### src/rtl/core/dgm_pkg.sv
// Shared types and constants for the decimal digit glyph emitter.
package dgm_pkg;

	// Configuration register indexes
	localparam logic [1:0] REG_GLYPH_BASE      = 2'd0;
	localparam logic [1:0] REG_DIGIT_WIDTH     = 2'd1;
	localparam logic [1:0] REG_SEPARATOR_WIDTH = 2'd2;

	localparam int CFG_INDEX_W = 2;
	localparam int CFG_DATA_W  = 16;

	localparam int BASE_W  = 16;
	localparam int GLYPH_W = 17;
	localparam int WIDTH_W = 10;
	localparam int X_W     = 20;
	localparam int FRAC_W  = 4;

	localparam logic [BASE_W-1:0]  GLYPH_BASE_RST      = 16'd0;
	localparam logic [WIDTH_W-1:0] DIGIT_WIDTH_RST     = 10'd8;
	localparam logic [WIDTH_W-1:0] SEPARATOR_WIDTH_RST = 10'd4;

	// Separator glyph sits ten above digit zero
	localparam logic [GLYPH_W-1:0] SEP_OFFSET = 17'd10;

	// Digits per thousands group, minus one (group counter wraps here)
	localparam logic [1:0] GROUP_LAST = 2'd2;

	typedef logic [3:0] digit_t;

endpackage

### src/rtl/core/dgm_div10.sv
// Shared divide-by-ten unit: reciprocal multiply plus digit recovery.
module dgm_div10 import dgm_pkg::*; #(
	parameter int VALUE_BITS = 32
) (
	input  logic [VALUE_BITS-1:0] num,
	output logic [VALUE_BITS-1:0] quot,
	output logic [VALUE_BITS+2:0] frac,
	input  logic [VALUE_BITS+2:0] frac_in,
	output digit_t                digit
);

	localparam int SHIFT = VALUE_BITS + 3;
	localparam int PROD_W = VALUE_BITS + SHIFT + 1;
	localparam logic [SHIFT:0] TWO_S = {1'b1, {SHIFT{1'b0}}};
	localparam logic [SHIFT:0] TEN = (SHIFT+1)'(10);
	localparam logic [SHIFT:0] ONE = (SHIFT+1)'(1);
	// ceil-style reciprocal of ten; error term stays within 2^(SHIFT-VALUE_BITS)
	localparam logic [SHIFT:0] RECIP = TWO_S / TEN + ONE;

	logic [PROD_W-1:0] prod;
	logic [SHIFT+3:0]  frac_x10;

	assign prod = {{(SHIFT+1){1'b0}}, num} * {{VALUE_BITS{1'b0}}, RECIP};
	assign quot = prod[SHIFT +: VALUE_BITS];
	assign frac = prod[SHIFT-1:0];

	// Remainder digit is the integer part of fraction times ten
	assign frac_x10 = {1'b0, frac_in, 3'b000} + {3'b000, frac_in, 1'b0};
	assign digit = frac_x10[SHIFT+3:SHIFT];

endmodule

### src/rtl/core/decimal_digits_with_group_marks.sv
// Top level: binary to decimal glyph run with thousands separators.
//
// Takes an unsigned number and the x of its rightmost digit, then emits one
// output word per glyph, right to left: least significant digit first, with a
// separator glyph after every third digit when more digits follow. Digit glyphs
// are glyph_base + digit, the separator is glyph_base + 10, and last marks the
// final digit. x is signed 16.4 fixed point and wraps in 20 bits; each digit
// step moves left by digit_width pixels, a separator by separator_width pixels.
// Each item is taken in the idle state, runs its first divide in S_DIV, then
// emits one output word per cycle in S_RUN while the output is not stalled.
// Digits come from the shared divide-by-ten unit (a reciprocal multiply whose
// quotient feeds back into itself once per digit). in_stall is high while an
// item is in progress. Configuration writes are always taken (cfg_ready is
// tied high) and must only be issued while the block is idle; unknown indexes
// are dropped.
module decimal_digits_with_group_marks import dgm_pkg::*; #(
	parameter int VALUE_BITS = 32
) (
	input  logic                       clk,
	input  logic                       arst_n,
	// Input channel
	input  logic                       in_valid,
	output logic                       in_stall,
	input  logic [VALUE_BITS-1:0]      value,
	input  logic signed [X_W-1:0]      x_start,
	// Output channel
	output logic                       out_valid,
	input  logic                       out_stall,
	output logic signed [GLYPH_W-1:0]  glyph_index,
	output logic signed [X_W-1:0]      x_pos,
	output logic                       is_separator,
	output logic                       last,
	// Configuration channel
	input  logic                       cfg_valid,
	output logic                       cfg_ready,
	input  logic [CFG_INDEX_W-1:0]     cfg_index,
	input  logic [CFG_DATA_W-1:0]      cfg_data
);

	localparam int DIV_FRAC_W = VALUE_BITS + 3;

	typedef enum logic [1:0] {
		S_IDLE,
		S_DIV,
		S_RUN
	} state_t;

	state_t state_q;

	// Configuration registers
	logic [BASE_W-1:0]  glyph_base_q;
	logic [WIDTH_W-1:0] digit_width_q;
	logic [WIDTH_W-1:0] separator_width_q;

	// Working registers
	logic [VALUE_BITS-1:0]  num_q;
	logic [DIV_FRAC_W-1:0]  frac_q;
	logic [X_W-1:0]         x_q;
	logic [1:0]             count_q;
	logic                   sep_pend_q;

	// Output word register
	logic                   out_valid_q;
	logic [GLYPH_W-1:0]     glyph_q;
	logic [X_W-1:0]         x_pos_q;
	logic                   sep_q;
	logic                   last_q;

	logic [VALUE_BITS-1:0]  quot;
	logic [DIV_FRAC_W-1:0]  frac;
	digit_t                 digit;

	logic                   in_fire;
	logic                   slot_free;
	logic                   num_zero;
	logic [GLYPH_W-1:0]     base_ext;
	logic [X_W-1:0]         dstep;
	logic [X_W-1:0]         sstep;

	dgm_div10 #(
		.VALUE_BITS(VALUE_BITS)
	) u_div (
		.num     (num_q),
		.quot    (quot),
		.frac    (frac),
		.frac_in (frac_q),
		.digit   (digit)
	);

	assign in_stall  = (state_q != S_IDLE);
	assign in_fire   = in_valid && !in_stall;
	assign cfg_ready = 1'b1;

	// Output slot can take a new word when empty or being drained this cycle
	assign slot_free = !out_valid_q || !out_stall;
	// num_q holds the quotient left after the digit now in frac_q
	assign num_zero  = (num_q == '0);

	assign base_ext = {glyph_base_q[BASE_W-1], glyph_base_q};
	assign dstep    = {{(X_W-WIDTH_W-FRAC_W){1'b0}}, digit_width_q, {FRAC_W{1'b0}}};
	assign sstep    = {{(X_W-WIDTH_W-FRAC_W){1'b0}}, separator_width_q, {FRAC_W{1'b0}}};

	// Configuration writes
	always_ff @(posedge clk or negedge arst_n) begin
		if (!arst_n) begin
			glyph_base_q      <= GLYPH_BASE_RST;
			digit_width_q     <= DIGIT_WIDTH_RST;
			separator_width_q <= SEPARATOR_WIDTH_RST;
		end else if (cfg_valid && cfg_ready) begin
			case (cfg_index)
				REG_GLYPH_BASE:      glyph_base_q      <= cfg_data;
				REG_DIGIT_WIDTH:     digit_width_q     <= cfg_data[WIDTH_W-1:0];
				REG_SEPARATOR_WIDTH: separator_width_q <= cfg_data[WIDTH_W-1:0];
				default: ;
			endcase
		end
	end

	// Sequencer, working state and output word
	always_ff @(posedge clk or negedge arst_n) begin
		if (!arst_n) begin
			state_q     <= S_IDLE;
			count_q     <= '0;
			sep_pend_q  <= 1'b0;
			out_valid_q <= 1'b0;
			num_q       <= '0;
			frac_q      <= '0;
			x_q         <= '0;
			glyph_q     <= '0;
			x_pos_q     <= '0;
			sep_q       <= 1'b0;
			last_q      <= 1'b0;
		end else begin
			// Drop the held word once taken; while running, the next word replaces it
			if (out_valid_q && !out_stall && (state_q != S_RUN)) begin
				out_valid_q <= 1'b0;
			end
			case (state_q)
				S_IDLE: begin
					if (in_fire) begin
						num_q      <= value;
						x_q        <= x_start;
						count_q    <= '0;
						sep_pend_q <= 1'b0;
						state_q    <= S_DIV;
					end
				end
				S_DIV: begin
					// First divide: peel the least significant digit
					num_q   <= quot;
					frac_q  <= frac;
					state_q <= S_RUN;
				end
				S_RUN: begin
					if (slot_free) begin
						out_valid_q <= 1'b1;
						x_pos_q     <= x_q;
						if (sep_pend_q) begin
							glyph_q    <= base_ext + SEP_OFFSET;
							sep_q      <= 1'b1;
							last_q     <= 1'b0;
							sep_pend_q <= 1'b0;
							x_q        <= x_q - dstep;
						end else begin
							glyph_q <= base_ext + {{(GLYPH_W-4){1'b0}}, digit};
							sep_q   <= 1'b0;
							last_q  <= num_zero;
							// Advance the shared divider for the next digit
							num_q   <= quot;
							frac_q  <= frac;
							if (count_q == GROUP_LAST) begin
								count_q <= '0;
								if (!num_zero) begin
									sep_pend_q <= 1'b1;
									x_q        <= x_q - sstep;
								end else begin
									x_q <= x_q - dstep;
								end
							end else begin
								count_q <= count_q + 2'd1;
								x_q     <= x_q - dstep;
							end
							if (num_zero) begin
								state_q <= S_IDLE;
							end
						end
					end
				end
				default: begin
					state_q <= S_IDLE;
				end
			endcase
		end
	end

	assign out_valid    = out_valid_q;
	assign glyph_index  = glyph_q;
	assign x_pos        = x_pos_q;
	assign is_separator = sep_q;
	assign last         = last_q;

	// A separator is only ever placed ahead of more digits
	a_sep_not_last: assert property (@(posedge clk) disable iff (!arst_n)
		out_valid_q && sep_q |-> !last_q)
		else $error("separator word flagged as last");

	// A pending separator always follows a completed group of three
	a_sep_after_group: assert property (@(posedge clk) disable iff (!arst_n)
		sep_pend_q |-> (state_q == S_RUN) && (count_q == '0))
		else $error("separator pending outside a completed group");

	// Every accepted word starts with the first divide
	a_accept_to_div: assert property (@(posedge clk) disable iff (!arst_n)
		in_fire |=> (state_q == S_DIV))
		else $error("accepted word did not start a divide");

endmodule

### config.mk
export PLATFORM = sky130hd
export DESIGN_NAME = decimal_digits_with_group_marks
export DESIGN_NICKNAME = d
export VERILOG_FILES = /design/src/rtl/core/dgm_pkg.sv /design/src/rtl/core/dgm_div10.sv /design/src/rtl/core/decimal_digits_with_group_marks.sv
export SDC_FILE = /design/constraint.sdc
export NUM_CORES = 2
export LEC_CHECK = 0
export BUFFER_PORTS_ARGS = -buffer_cell sky130_fd_sc_hd__buf_4
export CAP_MARGIN = 20
export CORE_MARGIN = 4
export CORE_UTILIZATION = 57
export CTS_BUF_LIST = sky130_fd_sc_hd__clkbuf_4
export CTS_CLUSTER_DIAMETER = 40
export DETAILED_ROUTE_END_ITERATION = 6
export PLACE_DENSITY = 0.77
export SLEW_MARGIN = 20
export SYNTH_ARGS = -nofsm -noshare
export SYNTH_HDL_FRONTEND = slang
export SYNTH_SLANG_ARGS = --single-unit
### constraint.sdc
create_clock -name clk -period 17.3 [get_ports clk]
set_clock_uncertainty 0.2 [all_clocks]
set_input_delay 0.865 -clock clk [delete_from_list [all_inputs] [get_ports clk]]
set_output_delay 0.865 -clock clk [all_outputs]
set_load 0.01 [all_outputs]
==> results.md <==
* Status: finished clean
* Number of flops mapped to enable cells by yosys at 0
* Slew HR at between 30% and 40%
* DRC viols at 0
* Iter 0 DRT Violations at between 1500 and 2000
* Layout cell share with drive strength beyond 1 at slightly above 8%
* Worst Path Required at between 15 and 20 ns
* Root buffer cell: clkbuf_4
* Pre-Repair DR Iteration Count at 6
* Worst hold path type: input pin to flop
* Slowest cell on the critical path: dfrtp_1
* CP endpoint kind: flop
* Min-delay src: cfg_data[14]
* IO buf count at 115
* Vias per cell at 5.808
* Area of the mapped netlist at between 20000 and 30000 µm²
* Flop2flop setup slack at 8.41 ns
* ANT nets after route at 0
* Synth Area per Inst at 9.568 µm²
* Worst reg2reg endpoint: num_q[25]
* Tmin final at 8.888 ns
* H-tree Lvls at 4
* Synth warn at 0
* Synth Instances at roughly 2800
* Vias in the first global route at between 20000 and 25000
* Gr usage total at approximately a third
* Final hold vios at 0
* Worst path arrival time at approximately 9.3 ns
* Worst-path cell chain: inv_1, ha_1, inv_1, fa_1, inv_1, fa_1, inv_1, fa_1, inv_1, fa_1, fa_1, fa_1, inv_1, fa_1, inv_1, ha_1, nand4_1, or2_2, a311oi_2, o2111ai_2, a2111oi_4, o31ai_1, a311oi_1, a21oi_1
* Placed inst area at 28540 µm²
* Period utilisation layout at 51.38%
* CP Max Fanout at 8
* WL met1 at between 30 and 40 mm
* Via count at about 20000
* Reg2reg start: num_q[20]
* WL met3 at about 4.8 mm
* Starting Density at ~58%
* Yosys reg bits at 168
* Worst Tran Pin Value at 1.043 ns
* CTS tree: yes
* Max Freq at between 0.1 and 0.15 GHz
* Worst-Skew Late Latency at 0.78 ns
* Final Util at 61.78%
* Final Routed Wirelength at between 80 and 90 mm
* Clock net sink count at roughly 170
* Place WS at ~8.5 ns
* Core Area at roughly 47000 µm²
* Total negative slack at 0 ns
* Hold Path Sink: glyph_base_q[14]
* Final setup fails at 0
* Max Cap Viol at 0
* Grt total ovfl at 0
* Num ports at 117
* Worst-path clk slew at ~0.20 ns
* Top_reg_cell synth: dfrtp_1
* Sequential area share after synthesis at around 16%
* CP peak stage delay at slightly above 0.7 ns
* Syn Nets at between 3000 and 4000
* Design area at ~29000 µm²
* Row count at around 80
* DPL Wire Length at approximately 74 mm
* Clock buffer depth at 2
* Final Slew Violations at 0
* Num CTS Buffers at 17
* Global-route wire length before repair at 129.9 mm
* PostCTS Resize Cnt at 0
* Met2 wire len at 40.64 mm
* Pin count of the biggest net entering global routing at 98
* Die area at between 50000 and 60000 µm²
* Die X at around 230 µm
* Slack of the critical path at about 8.4 ns
* Cell variety after synth at just over 80
* Cell count of the worst hold path at 2
* Commonest non-fill, non-tap cell in the layout: inv_1
* Initial antenna violation count at 4
* Die Y at 226.1 µm
* DR WL/cell at about 24 µm
* Crit Path Category: flop to flop
* RSZ-0062 raised after global routing: false
* Most frequent cells in the layout: inv_1 (657), ha_1 (429), fa_1 (396), nand2_1 (234), dfrtp_1 (166)
* Layout fillers at 4042
* FF-to-FF path depth at 24
* Fraction of synthesis flops using an asynchronous set or reset pin at 100.0%
* Top routing layer in use: met4
* Crit start category: flop
* Layout area overhead at 6.525%
* Gpl congestion at 1.093
* Fin nets at roughly 3800
[cells in the mapped netlist (all sizes together) (27+ instances only)]
library cell | number | area share, %
a21oi | 114 | 2.2
fa | 396 | 29
mux2i | 27 | 1.0
nand2 | 236 | 3.3
xor2 | 60 | 1.9
and3 | 31 | 0.72
xnor2 | 55 | 1.8
ha | 429 | 20
dfrtp | 166 | 15
mux2 | 42 | 1.7
o21ai | 154 | 2.9
nand3 | 32 | 0.59
nor2 | 62 | 0.86
inv | 657 | 9.1
clkbuf | 50 | 0.70
a21o | 47 | 1.3
[worst max path at each step]
stage	startpoint	cells past startpoint	endpoint
6_report	num_q[20]	24	num_q[25]
2_1_floorplan	num_q[20]	26	num_q[27]
3_3_place_gp	num_q[20]	24	num_q[25]
5_1_grt	num_q[20]	24	num_q[25]
4_1_cts	num_q[20]	24	num_q[25]
3_5_place_dp	num_q[20]	24	num_q[25]
[through the flow]
| step | std cells | hold WS (ns) |
|---|---|---|
| final | 3533 | 0.1215 |
| after global routing | 3532 | 0.07158 |
| after CTS | 3529 | 0.04709 |
| after detailed placement | 3496 | 0.2554 |
| after global placement | 3496 | 0.2470 |
| after floorplan | 2834 | 0.2386 |
[flip-flops by register name, indices dropped and copies added, names as in the netlist]
name and cells:
glyph_index 17, state_q 2, sep_pend_q 1, count_q 2, digit_width_q 10, x_q 20
num_q 32, x_pos 20, frac_q 35, glyph_base_q 16, last 1, out_valid 1
is_separator 1, separator_width_q 10
[what timing repair did]
| item | CTS | global route |
|---|---|---|
| buffers inserted | 0 | 0 |
| endpoints found under the hold margin | 3 | 0 |
| hold buffers | 1 | 0 |
[critical path: cells and delay by family, from the launching register on]
kind | cells | cell delay (ns)
and+or+nand+nor | 2 | 0.57
DFF | 1 | 0.71
adders and majority gates | 9 | 4.73
AOI/OAI and AO/OA | 6 | 1.93
buffers and inverters | 7 | 0.58
[routing by layer]
metal  track usage, %  vias to the layer above
met5                0                        -
met4            17.58                        0
met3            5.070                      209
met2            56.23                      755
met1            44.14                    10297
li1                 -                     9258
[cells by family (layout without fill, tap and decap cells)]
logic type / after synthesis / count (layout) / share of synthesized area (%)
compound gates: 450 / 450 / 10.57
xor+xnor: 115 / 115 / 3.715
fa+ha+maj: 825 / 825 / 49.03
buf+inv: 726 / 814 / 10.20
flops: 168 / 168 / 15.51
mux: 69 / 69 / 2.741
other cells: 1 / 5 / 0.01383
simple gates: 480 / 480 / 8.214
[layout make-up]
cell class / instances / area, µm² / area share (%)
well taps: 607 / 759.5 / 2.629
clock inverters: 15 / 200.2 / 0.6931
repair buffers: 125 / 944.7 / 3.271
inverters: 657 / 2466 / 8.538
diodes: 4 / 10.01 / 0.03465
clock buffers: 17 / 127.6 / 0.4418
flip-flops and latches: 168 / 4207 / 14.56
multi-input cells: 1940 / 20170 / 69.83
Power is not shown: default switching activity piles up to over one toggle a cycle in this logic, so the estimate is an artifact.
